--- src/hw/rtl/scma_pkg.sv ---
// scma_pkg: shared constants and controller/datapath handshake types
// for the segmented centred moving average block; no dependencies
`timescale 1ns / 1ps
`default_nettype none

package scma_pkg;

   // fixed field widths
   localparam int SAMPLE_W = 32;
   localparam int RADIUS_W = 4;

   // window radius after reset
   localparam logic [RADIUS_W-1:0] RADIUS_RESET = RADIUS_W'(2);

   // commands from controller to datapath
   typedef struct packed {
      logic load;        // capture the accepted item
      logic drop_old;    // drop oldest value ahead of an insert, if the window is full
      logic insert;      // write sample into the ring and the running sum
      logic flush_drop;  // one flush step: conditional drop, count down
      logic div_start;   // start the serial divider on the current sum
      logic out_load;    // capture the quotient into the result register
      logic clear;       // clear the history at segment end
   } scma_cmd_type;

   // status from datapath to controller
   typedef struct packed {
      logic emit;        // the last insert produced a centre
      logic ends;        // the current item ends its segment
      logic flush_zero;  // no flush centres left
      logic div_done;    // divider has finished
   } scma_status_type;

endpackage : scma_pkg

`default_nettype wire

--- src/hw/rtl/scma_ifs.sv ---
// scma_ifs: valid/ready channel interfaces for samples, results and
// the radius register; depends on scma_pkg
`timescale 1ns / 1ps
`default_nettype none

// sample channel
interface scma_req_if import scma_pkg::*; ();
   logic                       valid;
   logic                       ready;
   logic signed [SAMPLE_W-1:0] sample;
   logic                       ends_segment;

   modport source (output valid, output sample, output ends_segment, input ready);
   modport sink   (input valid, input sample, input ends_segment, output ready);
endinterface : scma_req_if

// result channel
interface scma_rsp_if import scma_pkg::*; ();
   logic                       valid;
   logic                       ready;
   logic signed [SAMPLE_W-1:0] smoothed;
   logic                       last_of_run;

   modport source (output valid, output smoothed, output last_of_run, input ready);
   modport sink   (input valid, input smoothed, input last_of_run, output ready);
endinterface : scma_rsp_if

// radius register write channel
interface scma_csr_if import scma_pkg::*; ();
   logic                valid;
   logic                ready;
   logic [RADIUS_W-1:0] window_radius;

   modport source (output valid, output window_radius, input ready);
   modport sink   (input valid, input window_radius, output ready);
endinterface : scma_csr_if

`default_nettype wire

--- src/hw/rtl/scma_dp.sv ---
// scma_dp: datapath with sample ring, running sum, counters, radius
// register and bit-serial divider; depends on scma_pkg
`timescale 1ns / 1ps
`default_nettype none

module scma_dp import scma_pkg::*; #(
   parameter int MAX_RADIUS = 15
) (
   input  wire logic                       clock,
   input  wire logic                       reset,
   input  wire scma_cmd_type               cmd,
   output scma_status_type                 status,
   input  wire logic signed [SAMPLE_W-1:0] sample,
   input  wire logic                       ends_segment,
   input  wire logic                       csr_write,
   input  wire logic [RADIUS_W-1:0]        csr_radius,
   output logic signed [SAMPLE_W-1:0]      smoothed
);

   localparam int RING   = 2 * MAX_RADIUS + 1;
   localparam int PTR_W  = $clog2(RING);
   localparam int CNT_W  = $clog2(RING + 1);
   localparam int SUM_W  = SAMPLE_W + CNT_W;
   localparam int CMP_W  = ((CNT_W > RADIUS_W) ? CNT_W : RADIUS_W) + 1;
   localparam int DCNT_W = $clog2(SUM_W + 1);

   // ring memory and registered read at the tail
   logic [SAMPLE_W-1:0] ring_mem [RING];
   logic [SAMPLE_W-1:0] rd_ff;

   logic signed [SAMPLE_W-1:0] sample_ff;
   logic                       ends_ff;
   logic [RADIUS_W-1:0]        radius_ff;
   logic signed [SUM_W-1:0]    sum_ff, sum_in;
   logic [CNT_W-1:0]           viw_ff, viw_in;
   logic [PTR_W-1:0]           head_ff, head_in, tail_ff, tail_in;
   logic [RADIUS_W-1:0]        fill_ff, fill_in;
   logic [RADIUS_W-1:0]        flush_ff, flush_in;
   logic                       emit_ff, emit_in;

   // divider state
   logic [SUM_W-1:0]  quo_ff, quo_in;
   logic [CNT_W-1:0]  rem_ff, rem_in;
   logic [CNT_W-1:0]  dvs_ff;
   logic              neg_ff;
   logic [DCNT_W-1:0] dcnt_ff, dcnt_in;

   logic [CMP_W-1:0]    r_cmp, viw_cmp;
   logic [RADIUS_W-1:0] r_eff;
   logic [RADIUS_W-1:0] fill_next;
   logic                drop_now;
   logic [SUM_W-1:0]    sum_abs;
   logic [CNT_W+1:0]    trial;
   logic                trial_ok;
   logic [SUM_W-1:0]    quo_signed;
   logic [PTR_W-1:0]    head_inc, tail_inc;

   // effective radius, clipped to the ring
   always_comb begin
      if (CMP_W'(radius_ff) > CMP_W'(MAX_RADIUS)) begin
         r_cmp = CMP_W'(MAX_RADIUS);
      end else begin
         r_cmp = CMP_W'(radius_ff);
      end
      r_eff   = RADIUS_W'(r_cmp);
      viw_cmp = CMP_W'(viw_ff);
   end

   // ring pointer wrap
   always_comb begin
      head_inc = (head_ff == PTR_W'(RING - 1)) ? '0 : head_ff + PTR_W'(1);
      tail_inc = (tail_ff == PTR_W'(RING - 1)) ? '0 : tail_ff + PTR_W'(1);
   end

   // fill count after an insert, saturating at the radius
   assign fill_next = (fill_ff < r_eff) ? fill_ff + RADIUS_W'(1) : fill_ff;

   // drop decision for an insert or a flush step
   always_comb begin
      drop_now = 1'b0;
      if (cmd.drop_old) begin
         drop_now = (viw_cmp > r_cmp + r_cmp) || (viw_cmp >= CMP_W'(RING));
      end else if (cmd.flush_drop) begin
         drop_now = viw_cmp > r_cmp + CMP_W'(flush_ff);
      end
   end

   // window state update
   always_comb begin
      sum_in   = sum_ff;
      viw_in   = viw_ff;
      head_in  = head_ff;
      tail_in  = tail_ff;
      fill_in  = fill_ff;
      flush_in = flush_ff;
      emit_in  = emit_ff;
      if (cmd.clear) begin
         sum_in  = '0;
         viw_in  = '0;
         head_in = '0;
         tail_in = '0;
         fill_in = '0;
      end else if (drop_now && viw_ff != '0) begin
         sum_in  = sum_ff - SUM_W'(signed'(rd_ff));
         viw_in  = viw_ff - CNT_W'(1);
         tail_in = tail_inc;
      end else if (cmd.insert) begin
         sum_in   = sum_ff + SUM_W'(sample_ff);
         viw_in   = viw_ff + CNT_W'(1);
         head_in  = head_inc;
         emit_in  = fill_ff >= r_eff;
         fill_in  = fill_next;
         flush_in = (fill_next < r_eff) ? fill_next : r_eff;
      end
      if (cmd.flush_drop) begin
         flush_in = flush_ff - RADIUS_W'(1);
      end
   end

   // magnitude of the sum for the divider
   assign sum_abs = sum_ff[SUM_W-1] ? SUM_W'(-sum_ff) : SUM_W'(sum_ff);

   // one restoring division step per cycle
   always_comb begin
      trial    = {1'b0, rem_ff, quo_ff[SUM_W-1]} - {2'b00, dvs_ff};
      trial_ok = !trial[CNT_W+1];
      quo_in   = quo_ff;
      rem_in   = rem_ff;
      dcnt_in  = dcnt_ff;
      if (cmd.div_start) begin
         quo_in  = sum_abs;
         rem_in  = '0;
         dcnt_in = DCNT_W'(SUM_W);
      end else if (dcnt_ff != '0) begin
         quo_in  = {quo_ff[SUM_W-2:0], trial_ok};
         rem_in  = trial_ok ? trial[CNT_W-1:0] : {rem_ff[CNT_W-2:0], quo_ff[SUM_W-1]};
         dcnt_in = dcnt_ff - DCNT_W'(1);
      end
   end

   assign quo_signed = neg_ff ? (~quo_ff + SUM_W'(1)) : quo_ff;

   // control and window registers
   always_ff @(posedge clock) begin
      if (reset) begin
         radius_ff <= RADIUS_RESET;
         sum_ff    <= '0;
         viw_ff    <= '0;
         head_ff   <= '0;
         tail_ff   <= '0;
         fill_ff   <= '0;
         flush_ff  <= '0;
         emit_ff   <= 1'b0;
         dcnt_ff   <= '0;
      end else begin
         if (csr_write) begin
            radius_ff <= csr_radius;
         end
         sum_ff   <= sum_in;
         viw_ff   <= viw_in;
         head_ff  <= head_in;
         tail_ff  <= tail_in;
         fill_ff  <= fill_in;
         flush_ff <= flush_in;
         emit_ff  <= emit_in;
         dcnt_ff  <= dcnt_in;
      end
   end

   // payload registers
   always_ff @(posedge clock) begin
      if (cmd.load) begin
         sample_ff <= sample;
         ends_ff   <= ends_segment;
      end
      quo_ff <= quo_in;
      rem_ff <= rem_in;
      if (cmd.div_start) begin
         dvs_ff <= viw_ff;
         neg_ff <= sum_ff[SUM_W-1];
      end
      if (cmd.out_load) begin
         smoothed <= (dvs_ff == '0) ? '0 : signed'(quo_signed[SAMPLE_W-1:0]);
      end
   end

   // ring memory: write at the head, registered read at the tail
   always_ff @(posedge clock) begin
      if (cmd.insert) begin
         ring_mem[head_ff] <= sample_ff;
      end
      rd_ff <= ring_mem[tail_ff];
   end

   // status to the controller
   always_comb begin
      status.emit       = emit_ff;
      status.ends       = ends_ff;
      status.flush_zero = flush_ff == '0;
      status.div_done   = dcnt_ff == '0;
   end

endmodule : scma_dp

`default_nettype wire

--- src/hw/rtl/scma_ctrl.sv ---
// scma_ctrl: sequencing state machine for item intake, flush and result
// hand-off; depends on scma_pkg
`timescale 1ns / 1ps
`default_nettype none

module scma_ctrl import scma_pkg::*; (
   input  wire logic            clock,
   input  wire logic            reset,
   input  wire logic            req_valid,
   output logic                 req_ready,
   output logic                 rsp_valid,
   input  wire logic            rsp_ready,
   output logic                 rsp_last,
   output scma_cmd_type         cmd,
   input  wire scma_status_type status
);

   localparam logic [2:0] ST_IDLE   = 3'd0;
   localparam logic [2:0] ST_DROP   = 3'd1;
   localparam logic [2:0] ST_ADD    = 3'd2;
   localparam logic [2:0] ST_DECIDE = 3'd3;
   localparam logic [2:0] ST_FDROP  = 3'd4;
   localparam logic [2:0] ST_FSTART = 3'd5;
   localparam logic [2:0] ST_DIV    = 3'd6;
   localparam logic [2:0] ST_OUT    = 3'd7;

   logic [2:0] state_ff, state_in;
   logic       last_ff, last_in;

   // next state and commands
   always_comb begin
      state_in  = state_ff;
      last_in   = last_ff;
      cmd       = '0;
      req_ready = 1'b0;
      rsp_valid = 1'b0;
      unique case (state_ff)
         ST_IDLE: begin
            // no intake while reset is held
            req_ready = !reset;
            if (req_valid && !reset) begin
               cmd.load = 1'b1;
               state_in = ST_DROP;
            end
         end
         ST_DROP: begin
            cmd.drop_old = 1'b1;
            state_in     = ST_ADD;
         end
         ST_ADD: begin
            cmd.insert = 1'b1;
            state_in   = ST_DECIDE;
         end
         ST_DECIDE: begin
            priority if (status.emit) begin
               cmd.div_start = 1'b1;
               last_in       = !status.ends || status.flush_zero;
               state_in      = ST_DIV;
            end else if (status.ends) begin
               state_in = ST_FDROP;
            end else begin
               state_in = ST_IDLE;
            end
         end
         ST_FDROP: begin
            cmd.flush_drop = 1'b1;
            state_in       = ST_FSTART;
         end
         ST_FSTART: begin
            cmd.div_start = 1'b1;
            last_in       = status.flush_zero;
            state_in      = ST_DIV;
         end
         ST_DIV: begin
            if (status.div_done) begin
               cmd.out_load = 1'b1;
               state_in     = ST_OUT;
            end
         end
         ST_OUT: begin
            rsp_valid = 1'b1;
            if (rsp_ready) begin
               if (last_ff) begin
                  cmd.clear = status.ends;
                  state_in  = ST_IDLE;
               end else begin
                  state_in = ST_FDROP;
               end
            end
         end
         default: begin
            state_in = ST_IDLE;
         end
      endcase
   end

   assign rsp_last = last_ff;

   // state registers
   always_ff @(posedge clock) begin
      if (reset) begin
         state_ff <= ST_IDLE;
         last_ff  <= 1'b0;
      end else begin
         state_ff <= state_in;
         last_ff  <= last_in;
      end
   end

endmodule : scma_ctrl

`default_nettype wire

--- src/hw/rtl/segmented_centered_moving_average.sv ---
// segmented_centered_moving_average: top level joining controller and
// datapath; depends on scma_pkg, scma_ifs, scma_ctrl and scma_dp
`timescale 1ns / 1ps
`default_nettype none

// Centred moving average of radius R (window_radius, clipped to MAX_RADIUS)
// over segmented streams of signed 32-bit samples. Each accepted item enters
// a ring of 2*MAX_RADIUS+1 entries and a running sum; once R samples of the
// segment precede it, one average for the sample R places back is returned.
// An item flagged ends_segment also returns the remaining centres, then the
// history clears; last_of_run marks the final result of each item. Items are
// taken one at a time: a new item is accepted only once every result of the
// last one has been taken. An item passes through intake, a conditional drop
// of the oldest value, the insert and a decision; each centre and each flush
// result comes from the bit-serial divider, which resolves one quotient bit
// per cycle over the SUM_W bits of the sum (32 plus the count width), and is
// held until the result side takes it. The radius register is ready whenever
// reset is low and must only be written while the block is idle.
module segmented_centered_moving_average import scma_pkg::*; #(
   parameter int MAX_RADIUS = 15
) (
   input wire logic  clock,
   input wire logic  reset,
   scma_req_if.sink  req_chan,
   scma_rsp_if.source rsp_chan,
   scma_csr_if.sink  csr_chan
);

   scma_cmd_type    cmd;
   scma_status_type status;

   // register writes are taken whenever reset is low
   assign csr_chan.ready = !reset;

   // sequencing
   scma_ctrl u_ctrl (
      .clock     (clock),
      .reset     (reset),
      .req_valid (req_chan.valid),
      .req_ready (req_chan.ready),
      .rsp_valid (rsp_chan.valid),
      .rsp_ready (rsp_chan.ready),
      .rsp_last  (rsp_chan.last_of_run),
      .cmd       (cmd),
      .status    (status)
   );

   // window arithmetic and division
   scma_dp #(
      .MAX_RADIUS (MAX_RADIUS)
   ) u_dp (
      .clock        (clock),
      .reset        (reset),
      .cmd          (cmd),
      .status       (status),
      .sample       (req_chan.sample),
      .ends_segment (req_chan.ends_segment),
      .csr_write    (csr_chan.valid),
      .csr_radius   (csr_chan.window_radius),
      .smoothed     (rsp_chan.smoothed)
   );

endmodule : segmented_centered_moving_average

`default_nettype wire

--- src/flat_wrapper.sv ---
// flat-port wrapper written by rule: the top's interface ports become plain ports
module segmented_centered_moving_average_flat import scma_pkg::*;
#(
   parameter int MAX_RADIUS = 15
)
  (clock, reset, req_chan_valid, req_chan_sample, req_chan_ends_segment, req_chan_ready, rsp_chan_valid, rsp_chan_smoothed, rsp_chan_last_of_run, rsp_chan_ready, csr_chan_valid, csr_chan_window_radius, csr_chan_ready);
  scma_req_if req_chan_i ();
  scma_rsp_if rsp_chan_i ();
  scma_csr_if csr_chan_i ();
  input wire logic clock;
  input wire logic reset;
  input wire logic [$bits(req_chan_i.valid)-1:0] req_chan_valid;
  input wire logic [$bits(req_chan_i.sample)-1:0] req_chan_sample;
  input wire logic [$bits(req_chan_i.ends_segment)-1:0] req_chan_ends_segment;
  output wire logic [$bits(req_chan_i.ready)-1:0] req_chan_ready;
  output wire logic [$bits(rsp_chan_i.valid)-1:0] rsp_chan_valid;
  output wire logic [$bits(rsp_chan_i.smoothed)-1:0] rsp_chan_smoothed;
  output wire logic [$bits(rsp_chan_i.last_of_run)-1:0] rsp_chan_last_of_run;
  input wire logic [$bits(rsp_chan_i.ready)-1:0] rsp_chan_ready;
  input wire logic [$bits(csr_chan_i.valid)-1:0] csr_chan_valid;
  input wire logic [$bits(csr_chan_i.window_radius)-1:0] csr_chan_window_radius;
  output wire logic [$bits(csr_chan_i.ready)-1:0] csr_chan_ready;
  assign req_chan_i.valid = req_chan_valid;
  assign req_chan_i.sample = req_chan_sample;
  assign req_chan_i.ends_segment = req_chan_ends_segment;
  assign req_chan_ready = req_chan_i.ready;
  assign rsp_chan_valid = rsp_chan_i.valid;
  assign rsp_chan_smoothed = rsp_chan_i.smoothed;
  assign rsp_chan_last_of_run = rsp_chan_i.last_of_run;
  assign rsp_chan_i.ready = rsp_chan_ready;
  assign csr_chan_i.valid = csr_chan_valid;
  assign csr_chan_i.window_radius = csr_chan_window_radius;
  assign csr_chan_ready = csr_chan_i.ready;
  segmented_centered_moving_average #(.MAX_RADIUS(MAX_RADIUS)) u_core (.clock(clock), .reset(reset), .req_chan(req_chan_i), .rsp_chan(rsp_chan_i), .csr_chan(csr_chan_i));
endmodule
--- config.mk ---
export PLATFORM = sky130hd
export DESIGN_NAME = segmented_centered_moving_average_flat
export DESIGN_NICKNAME = d
export VERILOG_FILES = /design/src/hw/rtl/scma_pkg.sv /design/src/hw/rtl/scma_ifs.sv /design/src/hw/rtl/scma_dp.sv /design/src/hw/rtl/scma_ctrl.sv /design/src/hw/rtl/segmented_centered_moving_average.sv /design/src/flat_wrapper.sv
export SDC_FILE = /design/constraint.sdc
export NUM_CORES = 2
export LEC_CHECK = 0
export ABC_AREA = 0
export BUFFER_PORTS_ARGS = -buffer_cell sky130_fd_sc_hd__buf_2
export CORE_MARGIN = 2
export CORE_UTILIZATION = 50
export CTS_CLUSTER_SIZE = 40
export DETAILED_ROUTE_END_ITERATION = 12
export GPL_ROUTABILITY_DRIVEN = 0
export PLACE_DENSITY = 0.66
export REMOVE_ABC_BUFFERS = 1
export SKIP_CTS_REPAIR_TIMING = 1
export SLEW_MARGIN = 20
export SYNTH_ARGS = -nofsm -noshare
export SYNTH_HDL_FRONTEND = slang
export SYNTH_SLANG_ARGS = --single-unit
--- constraint.sdc ---
create_clock -name clock -period 8.75 [get_ports clock]
set_input_delay 0.4375 -clock clock [delete_from_list [all_inputs] [get_ports clock]]
set_output_delay 0.4375 -clock clock [all_outputs]
set_load 0.01 [all_outputs]
==> key figures <==
Global route
  – Vias in the first global route: 27700
  – Global-route wire length before repair: 176000 um
  – Initial antenna violation count: 0
  – Largest net degree at the start of global routing: 108
  – Grt ovf: 0
  – All-Layer GR Usage: 0.229

Timing
  – Max Fclk: 166 MHz
  – Final Hold Fails: 0
  – WHS: 0.0538 ns
  – Slew Limit Headroom: 0.271
  – RSZ-0062 raised after global routing: false
  – Max Slew Vio Count: 0
  – Final setup fails: 0
  – Least-Margin Pin Slew: 1.09 ns
  – Final Cycle Share: 0.687
  – Final worst slack: 2.74 ns
  – Skew final: 0.0318 ns
  – Crit path time final: 6.01 ns

Clock tree
  – # clock sinks: 1212
  – Clk root buf: clkbuf_16
  – Clock latency at the later pin of the worst-skew pair: 0.72 ns
  – Worst-path clk slew: 0.06 ns
  – CTS tree: done
  – H-Tree Depth: 3
  – Longest Clk Path Bufs: 3
  – Clock buffer count from CTS: 121

Detailed routing
  – WL per Instance: 25.5 um
  – Vias after detailed routing: 27700
  – Routed vias/inst: 5.99
  – Post-route ant nets: 0
  – Iteration-0 DRC Markers: 3256
  – Drt total wl: 118000 um
  – Drt drc: 0
  – Number of iterations in the first detailed-routing pass: 5

Logic synthesis
  – Yosys top cell by area: edfxtp_1
  – Synth area leaders: edfxtp_1 (65%), mux4_2 (13%), dfxtp_1 (4.4%)
  – Synthesized area per cell: 17.1 um^2
  – Post-synth EDFFs: 1100
  – Ys async rst share: 0
  – Sequential element share of the synthesized area: 0.694
  – FF+latch count, synth: 1212
  – Post-Syn Instances: 2975
  – Primary FF master, synth: edfxtp_1
  – Post-Syn Area: 50800 um^2
  – Synth Warn #: 0
  – Synth top area share: 0.650
  – Number of library cell types mapped by synthesis: 80

Floorplanning
  – I/O pin cnt: 78
  – Rows: 116
  – Effective utilization at floorplan: 0.506
  – Core ar.: 100000 um^2
  – Die area: 104000 um^2
  – DIE WIDTH: 323 um
  – Die H: 323 um

Power
  – Tot Pwr: 0.0133 W
  – Power Density: 231 nW/um^2
  – Static leakage: 18.8 nW
  – Maximum vdd ir drop: 0.000207 V

Setup path
  – CP Class: reg -> reg
  – Worst setup SP type: flip-flop
  – CP endpoint kind: flip-flop
  – Worst Path Required: 9.38 ns
  – Worst endpoint data arrival time: 6.64 ns
  – R2r startpoint: u_core.u_dp.r_eff[0]
  – Worst-path fanout max: 58
  – CP Launch Point: u_core.u_dp.r_eff[0]

Finish
  – Post-layout nets: 3282
  – # fillers: 7542
  – Share of cells above drive strength 1: 0.223
  – P&R area growth vs syn: 13.4%
  – Non-filler instance count after layout: 4622
  – Diode count: 0
  – Most common cell after layout, fill and taps aside: edfxtp_1
  – Most frequent cells in the layout: edfxtp_1 (1100), mux4_2 (288), nand2_1 (218)

Min path
  – Hold Crit Class: in -> reg
  – Hold path start: csr_chan_valid

Placement
  – Pre-CTS setup slack: 2.80 ns
  – Port buffer count: 77
  – DP Wirelength: 69300 um
  – Placed cell count: 4351

Outcome
  – Status: finished clean

Job
  – Max-cap check violation count: 0
synth_stat cells, types with 20 or more instances:
cell type  count
xnor2_1       54
dfxtp_1      112
mux2_2        35
mux4_2       288
buf_1         29
nor3_1        38
a21oi_1       87
o21ai_0      144
ha_1          77
xor2_1        76
clkbuf_1     102
nand2_1      218
a21o_1        36
o31ai_1       20
inv_1         51
nand3_1       43
edfxtp_1    1100
nor2_1       165
mux2i_1       50
path summary, 6_finish.rpt:
kind | cells past startpoint | slack [ns] | to
worst max-delay path | 21 | 2.74 | u_core.u_dp.sum_ff[34]
worst min-delay path | 3 | 0.05 | u_core.u_dp.r_eff[1]
worst max register to register | 21 | 2.74 | u_core.u_dp.sum_ff[34]
worst min register to register | 2 | 0.49 | u_core.u_dp.rem_ff[3]
area by class of cell:
type | instances | area, um^2 | share of cell area
Sequential cell | 1212 | 35300 | 0.613
Timing Repair Buffer | 201 | 1470 | 0.0255
Inverter | 54 | 203 | 0.00352
Clock buffer | 152 | 3240 | 0.0562
Clock inverter | 77 | 678 | 0.0118
Multi-Input combinational cell | 1569 | 15000 | 0.261
Tap cell | 1357 | 1700 | 0.0295
layer usage:
metal / global-route usage / up-vias / routed length (um)
met5: 0 / - / 0
met4: 0.0655 / 0 / 2870
met3: 0.0366 / 182 / 8670
met2: 0.374 / 1027 / 57600
met1: 0.323 / 14300 / 48900
li1: - / 12200 / -
per-stage QoR:
| stage | instance area [um^2] | util | TNS [ns] |
|---|---|---|---|
| final | 57600 | 0.574 | 0 |
| after global routing | 57600 | 0.574 | 0 |
| after CTS | 57100 | 0.569 | 0 |
| after detailed placement | 53200 | 0.530 | 0 |
| after global placement | 53200 | 0.530 | 0 |
| after floorplan | 50200 | - | -112.85 |
cells by family after synthesis:
logic type      Yosys count  share of synthesized area
fa+ha+maj                81                     0.0205
simple gates            595                     0.0551
mux                     374                      0.146
xor+xnor                130                     0.0224
compound gates          389                     0.0469
buf+inv                 194                     0.0151
flops                  1212                      0.694
report_power, final:
part           internal [W]  switching (W)
clock network       0.00291        0.00216
registers           0.00662       0.000225
logic              0.000556       0.000851
total                0.0101        0.00324
flip-flops by register name, summed over array words and instances, names as in the netlist:
register                count
u_core.u_dp.ring_mem      992
u_core.u_dp.rem_ff          5
u_core.u_dp.emit_ff         1
u_core.u_dp.r_eff           4
u_core.u_dp.fill_ff         4
u_core.u_dp.neg_ff          1
u_core.u_ctrl.rsp_last      1
u_core.u_dp.sum_ff         37
u_core.u_dp.sample_ff      32
u_core.u_dp.quo_ff         37
u_core.u_ctrl.state_ff      3
u_core.u_dp.head_ff         5
u_core.u_dp.smoothed       32
u_core.u_dp.ends_ff         1
u_core.u_dp.tail_ff         5
u_core.u_dp.flush_ff        4
u_core.u_dp.dvs_ff          5
u_core.u_dp.viw_ff          5
u_core.u_dp.dcnt_ff         6
u_core.u_dp.rd_ff          32
worst max-delay path, stage by stage, from the launching register on:
cell	delay, ns
dfxtp_1	0.37
ha_1	0.24
fa_1	0.46
a21o_1	0.19
a21oi_1	0.15
ha_1	0.26
nand3_1	0.10
o21bai_1	0.11
a21oi_1	0.13
o31ai_4	0.27
buf_4	0.52
mux2i_1	0.23
fa_1	0.46
a21oi_1	0.24
o2111a_1	0.29
o2bb2ai_1	0.20
o211ai_1	0.20
a211oi_1	0.65
o2111ai_1	0.27
nor4b_1	0.32
a21oi_1	0.07
a31oi_1	0.16
Power figures use the tool's default switching activity.
